===== config.mk =====
export PLATFORM = sky130hd
export DESIGN_NAME = qpr_sum
export DESIGN_NICKNAME = d
export VERILOG_FILES = /design/src/rtl/qpr_pkg.sv /design/src/rtl/qpr_sum.sv
export SDC_FILE = /design/constraint.sdc
export NUM_CORES = 1
export LEC_CHECK = 0
export BUFFER_PORTS_ARGS = -buffer_cell sky130_fd_sc_hd__buf_4
export CAP_MARGIN = 10
export CORE_AREA = 2 2 231 233
export CTS_BUF_LIST = sky130_fd_sc_hd__clkbuf_2
export DETAILED_ROUTE_END_ITERATION = 12
export DIE_AREA = 0 0 233 235
export GPL_ROUTABILITY_DRIVEN = 0
export PLACE_DENSITY_LB_ADDON = 0.25
export SYNTH_ARGS = -nofsm -noshare
export SYNTH_HDL_FRONTEND = slang
export SYNTH_SLANG_ARGS = --single-unit

===== constraint.sdc =====
create_clock -name clk_i -period 0.8 [get_ports clk_i]
set_input_delay 0 -clock clk_i [delete_from_list [all_inputs] [get_ports clk_i]]
set_output_delay 0 -clock clk_i [all_outputs]
set_load 0.03 [all_outputs]

===== src/rtl/qpr_pkg.sv =====
// Shared types, widths and rounding helper for the quaternion product / rotate core.
// Used by every module of the core; depends on nothing.
`default_nettype none

package qpr_pkg;

  localparam int unsigned COMP_WIDTH = 16;
  localparam int unsigned FRAC_BITS  = 14;
  // sign-extended multiplicand for the conjugate pass keeps -min exact
  localparam int unsigned PROD_WIDTH = 2 * COMP_WIDTH + 1;
  localparam int unsigned SUM_WIDTH  = PROD_WIDTH + 2;
  localparam int unsigned LATENCY    = 4;

  typedef logic signed [COMP_WIDTH-1:0] comp_t;
  typedef logic signed [COMP_WIDTH:0]   ext_t;
  typedef logic signed [PROD_WIDTH-1:0] prod_t;
  typedef logic signed [SUM_WIDTH-1:0]  sum_t;

  typedef struct packed {
    logic  req_type;
    comp_t a_w;
    comp_t a_x;
    comp_t a_y;
    comp_t a_z;
    comp_t b_w;
    comp_t b_x;
    comp_t b_y;
    comp_t b_z;
  } req_t;

  typedef struct packed {
    comp_t res_w;
    comp_t res_x;
    comp_t res_y;
    comp_t res_z;
    logic  saturated;
  } res_t;

  typedef struct packed {
    comp_t val;
    logic  clamp;
  } sat_t;

  // Term r*4+k of the Hamilton product is subtracted when its bit is set
  localparam logic [15:0] NEG_TERM = 16'h428E;

  localparam comp_t COMP_MAX = {1'b0, {(COMP_WIDTH-1){1'b1}}};
  localparam comp_t COMP_MIN = {1'b1, {(COMP_WIDTH-1){1'b0}}};
  localparam sum_t  SUM_HI   = {{(SUM_WIDTH-COMP_WIDTH+1){1'b0}}, {(COMP_WIDTH-1){1'b1}}};
  localparam sum_t  SUM_LO   = {{(SUM_WIDTH-COMP_WIDTH+1){1'b1}}, {(COMP_WIDTH-1){1'b0}}};
  localparam sum_t  SUM_HALF = sum_t'(1) <<< (FRAC_BITS - 1);

  // Round to nearest, ties upward, then clamp to the component range
  function automatic sat_t round_sat(sum_t s);
    sum_t sh;
    sat_t r;
    sh = (s + SUM_HALF) >>> FRAC_BITS;
    priority if (sh > SUM_HI) begin
      r.val   = COMP_MAX;
      r.clamp = 1'b1;
    end else if (sh < SUM_LO) begin
      r.val   = COMP_MIN;
      r.clamp = 1'b1;
    end else begin
      r.val   = sh[COMP_WIDTH-1:0];
      r.clamp = 1'b0;
    end
    return r;
  endfunction

endpackage

`default_nettype wire


===== src/rtl/qpr_sum.sv =====
// Sum stage: signed four-term sums per component, rounded and clamped, registered.
// Depends on qpr_pkg.
`default_nettype none

module qpr_sum import qpr_pkg::*; (
  input  logic       clk_i,
  input  logic       rst_ni,
  input  logic       valid_i,
  input  prod_t      prod_i [4][4],
  output logic       valid_o,
  output comp_t      res_o [4],
  output logic [3:0] clamp_o
);

  logic       valid_q;
  comp_t      res_d [4];
  comp_t      res_q [4];
  logic [3:0] clamp_d;
  logic [3:0] clamp_q;

  always_comb begin
    sum_t acc;
    sum_t term;
    sat_t sat;
    for (int r = 0; r < 4; r++) begin
      acc = '0;
      for (int k = 0; k < 4; k++) begin
        term = sum_t'(prod_i[r][k]);
        acc  = NEG_TERM[r*4+k] ? acc - term : acc + term;
      end
      sat        = round_sat(acc);
      res_d[r]   = sat.val;
      clamp_d[r] = sat.clamp;
    end
  end

  always_ff @(posedge clk_i or negedge rst_ni) begin
    if (!rst_ni) begin
      valid_q <= 1'b0;
    end else begin
      valid_q <= valid_i;
    end
  end

  always_ff @(posedge clk_i) begin
    res_q   <= res_d;
    clamp_q <= clamp_d;
  end

  assign valid_o = valid_q;
  assign res_o   = res_q;
  assign clamp_o = clamp_q;

endmodule

`default_nettype wire


### After elaboration in Yosys (flattened, before gate mapping)

Cells that the tools add are included.

* multiplexer cells: 4
* magnitude comparators: 8
* add/sub/neg operators: 16

Operators by type and width (number)
* $add A35 B15 Y35 const B: 4
* $gt A21 B16 Y1 const B: 4
* $lt A21 B16 Y1 const B: 4
* $add A34 B33 Y35: 2
* $add A35 B33 Y35: 2
* $sub A34 B33 Y35: 2
* $sub A35 B33 Y35: 2
* $add A33 B33 Y34: 2
* $mux W17: 4
* $sub A33 B33 Y34: 2

* bits in registers: 69
* input bits: 531
* output and inout bits: 69
* word-level logic and storage cells: 37

### Logic depth before layout (Yosys ltp)

Gate-level depths: netlist of the first run.

* word-level depth: 6
* depth in mapped cells: 19
* depth with buffers taken out: 17

### Least setup slack after synthesis of the first run

OpenSTA, ideal clock, no wires.

* path kind: input -> register
* from: input prod_i[411] (netlist name)
* to: register res_q (netlist bit res_o[55])
* buffers on the path: 1
* data required time: 743 ps
* cell stages on the path: 16
* path slack: -3258 ps
* setup time: 57 ps
* arrival: 4001 ps
* cells stage by stage: inv_1 -> fa_1 -> fa_1 -> ha_1 -> ha_1 -> a21oi_1 -> o21ai_1 -> a211o_1 -> a211o_1 -> a21o_4 -> a31o_4 -> a21oi_2 -> xor2_2 -> o41ai_2 -> buf_6 -> a21o_1

* cells in the longest elaborated chain, start to end: 4
* elaborated cells between the ends (all ways): 5
* those cells by class: add/sub (2); order compare (2); mux (1)

RTL lines
* start: declaration: RTL line qpr_sum.sv:9 `input prod_t prod_i [4][4],`
* $sub A35 B33 Y35 *: RTL line qpr_sum.sv:29 `acc = NEG_TERM[r*4+k] ? acc - term : acc + term;`
* $add A35 B15 Y35 *: RTL line qpr_pkg.sv:57 `sh = (s + SUM_HALF) >>> FRAC_BITS;`
* $lt A21 B16 Y1: RTL line qpr_pkg.sv:61 `end else if (sh < SUM_LO) begin`
* $mux W17: RTL line qpr_pkg.sv:61
* end signal: assignment: RTL line qpr_sum.sv:46 `res_q <= res_d;`
* end: declaration: RTL line qpr_sum.sv:17 `comp_t res_q [4];`

Every way passes the cells marked *; elsewhere a longest branch is shown, timed or not.
A chain may end at the register's enable or synchronous reset.

### Worst setup path after layout of the first run

* from: input prod_i[413] (netlist name)
* to: register res_q (netlist bit res_o[54])

The elaborated chain is that of the path after synthesis.

==> out/results.tsv, run 1 <==
metric	value	unit
library cells used by synthesis	83	
final net count	3539	
TNS Setup	-192.50	ns
switching portion of total power	45.54	%
Pins Over Slew Limit	0	
Min-Delay Path Class	input port to flip-flop	
flops & latches, synth	69	
Starting Density	29.47	%
RSZ-0062 raised after global routing	true	
Worst slew margin	70.17	%
Setup crit end kind	flip-flop	
Remaining DRCs	0	
Comb pwr share	88.8	%
CTS tree	built	
Avg Cell Area, Syn	9.874	um^2
main flop type after synthesis	dfxtp_1	
Design Power	0.08091	W
Syn Inst Count	1559	
leakage	12.65	nW
Cell Int Power	0.04407	W
Cell Area, Placed	23340	um^2
Cell Chain, Critical Path	buf_4 > inv_2 > fa_1 > fa_1 > ha_4 > ha_4 > a21oi_4 > o21ai_2 > a211o_1 > a211o_1 > a21o_4 > a31o_4 > a21oi_4 > xor2_4 > o41ai_4 > buf_4 > clkbuf_16 > a21o_1	
DRT iter0 DRCs	361	
Fin. Hold Viols	0	
buffers plus inverters on the worst setup path	4	
EDFF count, synth	0	
slowest stage delay, CP	0.59	ns
clk buf depth	2	
Die Width	233	um
Psw	0.03684	W
register clock-pin slew on the reported worst setup and hold paths	0.21	ns
Required @ worst endpoint	1.36	ns
cell taking the most area after synthesis	fa_1	
crit path launch type	input port	
Overflow after GRT	0	
Routed WL per cell	14.94	um
vias	14337	
failing checks	setup timing	
CP max stage cell	fa_1	
Final setup viols	137	
measured slew at the worst slew-check pin	0.4443	ns
die height	235	um
Post-synth ARST share	1.449	%
Root Buffer	clkbuf_2	
WP data arrival	3.99	ns
Final Instance Area	25280	um^2
H-Tree Depth	3	
Synth top area share	33.81	%
commonest non-fill, non-tap cell in the layout	buf_4	
Pwr Density	3201	nW/um^2
crit-path max FO	8	
first-pass GRT wire length	78270	um
worst setup path class	input port to flip-flop	
vias per inst	4.511	
P&R area growth vs syn	64.20	%
final wirelength	47460	um
Post-DP HPWL	42660	um
fmax	291.2	MHz
Synth Warn #	0	
clk sinks	69	
final worst-path cycle share	429.2	%
crit-path leading delay family	compound AO/OA/AOI/OAI gates	
status	complete, but fails checks	
min cycle time layout	3.434	ns
syn nets	2618	
sequential share of the synthesized area	9.006	%
Synth Cell Area	15390	um^2
Clk pwr share	2.6	%
largest net degree at the start of global routing	17	
final worst setup slack	-2.634	ns
layout cells sized above 1	49.74	%
synth top area cells	fa_1, ha_1, dfxtp_1, inv_1, a21oi_1	
GRT Util Overall	17.57	%
Max IR drop VDD	1.740	mV
Flop pwr share	8.6	%
Final Hold Slack	0.1049	ns
die area	54760	um^2
io pins	600	
initial antenna violation count	3	
vias in the first global route	16014	
post-route ant nets	0	
Core Area	52240	um^2
Initial DRT Pass Iterations	4	
max-cap violations	0	
CTS buffer count	9	
port buffer count	599	
FP Rows	84	
commonest cells after routing, fill and taps aside	buf_4, inv_1, fa_1, ha_1, buf_6	
## metal layers
metal | GRT usage (%) | up-vias | wire (um) | share of wire (%)
met2 | 32.91 | 288 | 25300 | 53
met5 | 0 | - | 0 | 0
met4 | 3.841 | 0 | 701 | 1.5
met3 | 2.172 | 34 | 1862 | 3.9
met1 | 21.20 | 6921 | 19600 | 41
li1 | - | 7094 | - | -
## metrics by stage
stage	util [%]	worst slack, ns	instances
floorplan	-	-2.959	1559
global placement	44.69	-3.374	3110
detailed placement	44.69	-3.534	3110
CTS	47.37	-2.539	3163
global route	48.39	-2.659	3178
finish	48.39	-2.634	3178
## flip-flops by register name, summed over array words and instances, names as in the netlist
register,flops
clamp_o,4
valid_o,1
res_o,64
## path summary, 6_finish.rpt
| path | from | end | slack (ns) | depth (start not counted) |
|---|---|---|---|---|
| max | prod_i[413] | res_o[54] | -2.63 | 18 |
| min | prod_i[527] | res_o[63] | 0.10 | 5 |
| max in group asynchronous | rst_ni | valid_o | 0.53 | 3 |
| min in group asynchronous | rst_ni | valid_o | 0.17 | 3 |
## power by group through the flow
stage	Combinational (W)	Clock, W	Sequential [W]
after floorplan	0.0341	0	0.00970
after global placement	0.0601	0	0.00635
after detailed placement	0.0610	0	0.00636
after CTS	0.0696	0.00230	0.00696
after global routing	0.0791	0.00246	0.00710
final	0.0718	0.00213	0.00695
## what timing repair did
item,CTS,global route
setup endpoints to repair,137,137
hold buffers,4,0
setup buffers,30,14
gates cloned,5,1
gates resized for setup,247,101
pin swaps,40,79
endpoints found under the hold margin,2,0
## final cells by class
type	instances	area, um^2
antenna	5	12.51
clock buffer	11	55.05
clock inverter	5	51.30
fill	4888	26960
inverter	284	1084
multi-input combinational	1191	14300
sequential	69	1470
tap	688	860.8
timing repair buffer	925	7442
## synthesized netlist by cell type, drive strengths merged, types with 3 or more instances
cell type and number:
o211ai 6, ha 268, o31a 3, inv 284, a211o 5, nor2 54, buf 9, o41ai 5
a31oi 10, nor4 5, o2111ai 3, xnor2 50, nor2b 9, a21o 55, and2 5, o21ai 72
o21bai 12, xor2 39, nor3b 3, nor3 11, nand2 68, o31ai 5, a31o 4, a41oi 5
nand3 23, nand2b 5, clkbuf 7, dfxtp 68, o21a 21, a21oi 107, or3 3, and3 11
fa 260, a21boi 5, nand4 21, a211oi 6
## cell families after synthesis
family / count (synthesis) / synth area share (%)
adder cells (fa/ha/maj): 528 / 55.60
AO/OA/AOI/OAI: 344 / 15.31
buffers and inverters: 300 / 7.502
AND/OR/NAND/NOR: 227 / 7.340
XOR/XNOR: 89 / 5.113
flip-flops: 69 / 9.006
multiplexers: 2 / 0.1301
No activity file was read; power rests on OpenSTA's default activity.
==> run 2: changes to the inputs <==
--- a/config.mk
+++ b/config.mk
@@ -7,12 +7,13 @@
 export LEC_CHECK = 0
 export BUFFER_PORTS_ARGS = -buffer_cell sky130_fd_sc_hd__buf_4
 export CAP_MARGIN = 10
-export CORE_AREA = 2 2 231 233
+export CORE_AREA = 10 10 226 228
 export CTS_BUF_LIST = sky130_fd_sc_hd__clkbuf_2
 export DETAILED_ROUTE_END_ITERATION = 12
-export DIE_AREA = 0 0 233 235
+export DIE_AREA = 0 0 236 238
 export GPL_ROUTABILITY_DRIVEN = 0
 export PLACE_DENSITY_LB_ADDON = 0.25
 export SYNTH_ARGS = -nofsm -noshare
 export SYNTH_HDL_FRONTEND = slang
 export SYNTH_SLANG_ARGS = --single-unit
+export TNS_END_PERCENT = 30
==> run 2 against run 1 <==
Against the previous run:
- the run still ends with setup timing left
- worst setup slack improved by 0.037 ns
- utilization increased by 4.9 points
- combinational power decreased by 3%
- non-clock buffer count decreased by 21
- cell area decreased by 2.3%
- flip-flop and latch count unchanged
- sequential power increased by 0.7%
- clock power decreased by 20%
- routed wire length increased by 17%
- critical endpoint is now res_o[28]
==> out/results.tsv, run 2 (same netlist as run 1, synthesis figures left out) <==
metric	value	unit	change
status	complete, but fails checks		
failing checks	setup timing		
DRT met1 WL	22100	um	+13%
Initial DRT Pass Iterations	5		+1
commonest cells after routing, fill and taps aside	buf_4, inv_1, fa_1, ha_1, buf_6		
WP data arrival	3.91	ns	-0.08 ns
max reg flops	64		unchanged
max-cap violations	0		unchanged
Design Power	0.07867	W	-2.8%
Fin. Hold Viols	0		unchanged
Final Util	53.26	%	+4.9 points
WL met2	29180	um	+15%
Pins Over Slew Limit	0		unchanged
Required @ worst endpoint	1.31	ns	-0.05 ns
clk sinks	69		unchanged
vias in the first global route	16498		+3.0%
Setup crit end kind	flip-flop		
routed wl met3	3355	um	+80%
Starting Density	33.21	%	+3.7 points
port buffer count	599		unchanged
Die Width	236	um	+1.3%
clk buf depth	2		unchanged
final worst setup slack	-2.597	ns	+0.03739 ns
dpl cells	3031		-2.5%
crit path launch type	input port		
Cell Area, Placed	23010	um^2	-1.4%
GRT Util Overall	19.37	%	+1.8 points
TNS Setup	-190.81	ns	+1.689 ns
Min-Delay Path Class	input port to flip-flop		
vias	14481		+1.0%
largest net degree at the start of global routing	17		unchanged
Post-DP HPWL	50870	um	+19%
CTS buffer count	9		unchanged
CP max stage cell	fa_1		
RSZ-0062 raised after global routing	true		
crit-path max FO	7		-1
FP Rows	79		-6.0%
min cycle time layout	3.397	ns	-0.03739 ns
Routed WL per cell	18.11	um	+21%
Remaining DRCs	0		unchanged
post-route ant nets	0		unchanged
Pwr Density	3187	nW/um^2	-0.45%
fillcell total	4200		-14%
first-pass GRT wire length	87130	um	+11%
final worst-path cycle share	424.6	%	-4.7 points
Core Area	46360	um^2	-11%
fin cells	3072		-3.3%
buffers plus inverters on the worst setup path	3		-1
die height	238	um	+1.3%
Worst slew margin	68.84	%	-1.3 points
Overflow after GRT	0		unchanged
Final setup viols	137		unchanged
top sig layer	met4		
DRT iter0 DRCs	483		+34%
H-Tree Depth	3		unchanged
measured slew at the worst slew-check pin	0.4654	ns	+0.02108 ns
CTS tree	built		
slowest stage delay, CP	0.57	ns	-0.02 ns
commonest non-fill, non-tap cell in the layout	buf_4		
worst setup path class	input port to flip-flop		
fmax	294.4	MHz	+1.1%
leakage	12.49	nW	-1.3%
crit-path leading delay family	compound AO/OA/AOI/OAI gates		
final wirelength	55620	um	+17%
io pins	600		unchanged
final net count	3518		-0.59%
initial antenna violation count	2		-1
register clock-pin slew on the reported worst setup and hold paths	0.17	ns	-0.04 ns
die area	56170	um^2	+2.6%
layout cells sized above 1	48.32	%	-1.4 points
Final Instance Area	24690	um^2	-2.3%
Max IR drop VDD	1.426	mV	-18%
Cell Chain, Critical Path	buf_6 > fa_1 > fa_1 > ha_1 > ha_1 > buf_4 > a21oi_2 > o21ai_2 > a2111oi_2 > nand3_1 > a221oi_2 > o21ai_2 > a21oi_2 > xnor2_2 > o31ai_4 > buf_6 > o21ai_1		
P&R area growth vs syn	60.38	%	
Root Buffer	clkbuf_2		
vias per inst	4.714		+4.5%
[run 2: per-stage QoR]
step	hold slack, ns	setup slack (ns)
floorplan	-0.2956	-3.011
global placement	-0.2237	-3.302
detailed placement	-0.2196	-3.480
CTS	-0.008450	-2.476
global route	0.03658	-2.632
finish	0.1118	-2.597
[run 2: worst paths after layout]
| path | cells after the start | start | end | slack [ns] |
|---|---|---|---|---|
| min in group asynchronous | 3 | rst_ni | valid_o | 0.16 |
| max | 17 | prod_i[151] | res_o[28] | -2.60 |
| max in group asynchronous | 3 | rst_ni | valid_o | 0.55 |
| min | 6 | prod_i[112] | res_o[0] | 0.11 |
[run 2: cell type report]
| type | count | area (um^2) | area share (%) |
|---|---|---|---|
| Tap cell | 607 | 759.5 | 3.076 |
| Sequential cell | 69 | 1476 | 5.980 |
| Inverter | 284 | 1076 | 4.358 |
| Antenna cell | 2 | 5.005 | 0.02027 |
| Timing Repair Buffer | 904 | 7226 | 29.27 |
| Multi-Input combinational cell | 1191 | 14070 | 57.01 |
| Clock inverter | 4 | 16.27 | 0.06588 |
| Clock buffer | 11 | 55.05 | 0.2230 |
[run 2: what timing repair did]
action / 4_1_cts / 5_1_grt
endpoints found under the hold margin: 3 / 0
pin swaps: 103 / 72
setup endpoints to repair: 137 / 137
setup buffers: 15 / 4
cloned: 2 / 2
resized for setup: 234 / 109
hold buffers: 4 / 0
[run 2: layer usage]
metal	GRT usage [%]	vias up
li1	-	7047
met1	22.07	6959
met2	35.60	425
met3	4.849	50
met4	4.584	0
met5	0	-
[run 2: where the power goes]
part / leakage [nW] / internal, W / switching [W]
combinational: 11.9 / 0.0355 / 0.0345
sequential: 0.582 / 0.00601 / 0.000981
clock: 0.0543 / 0.000384 / 0.00132
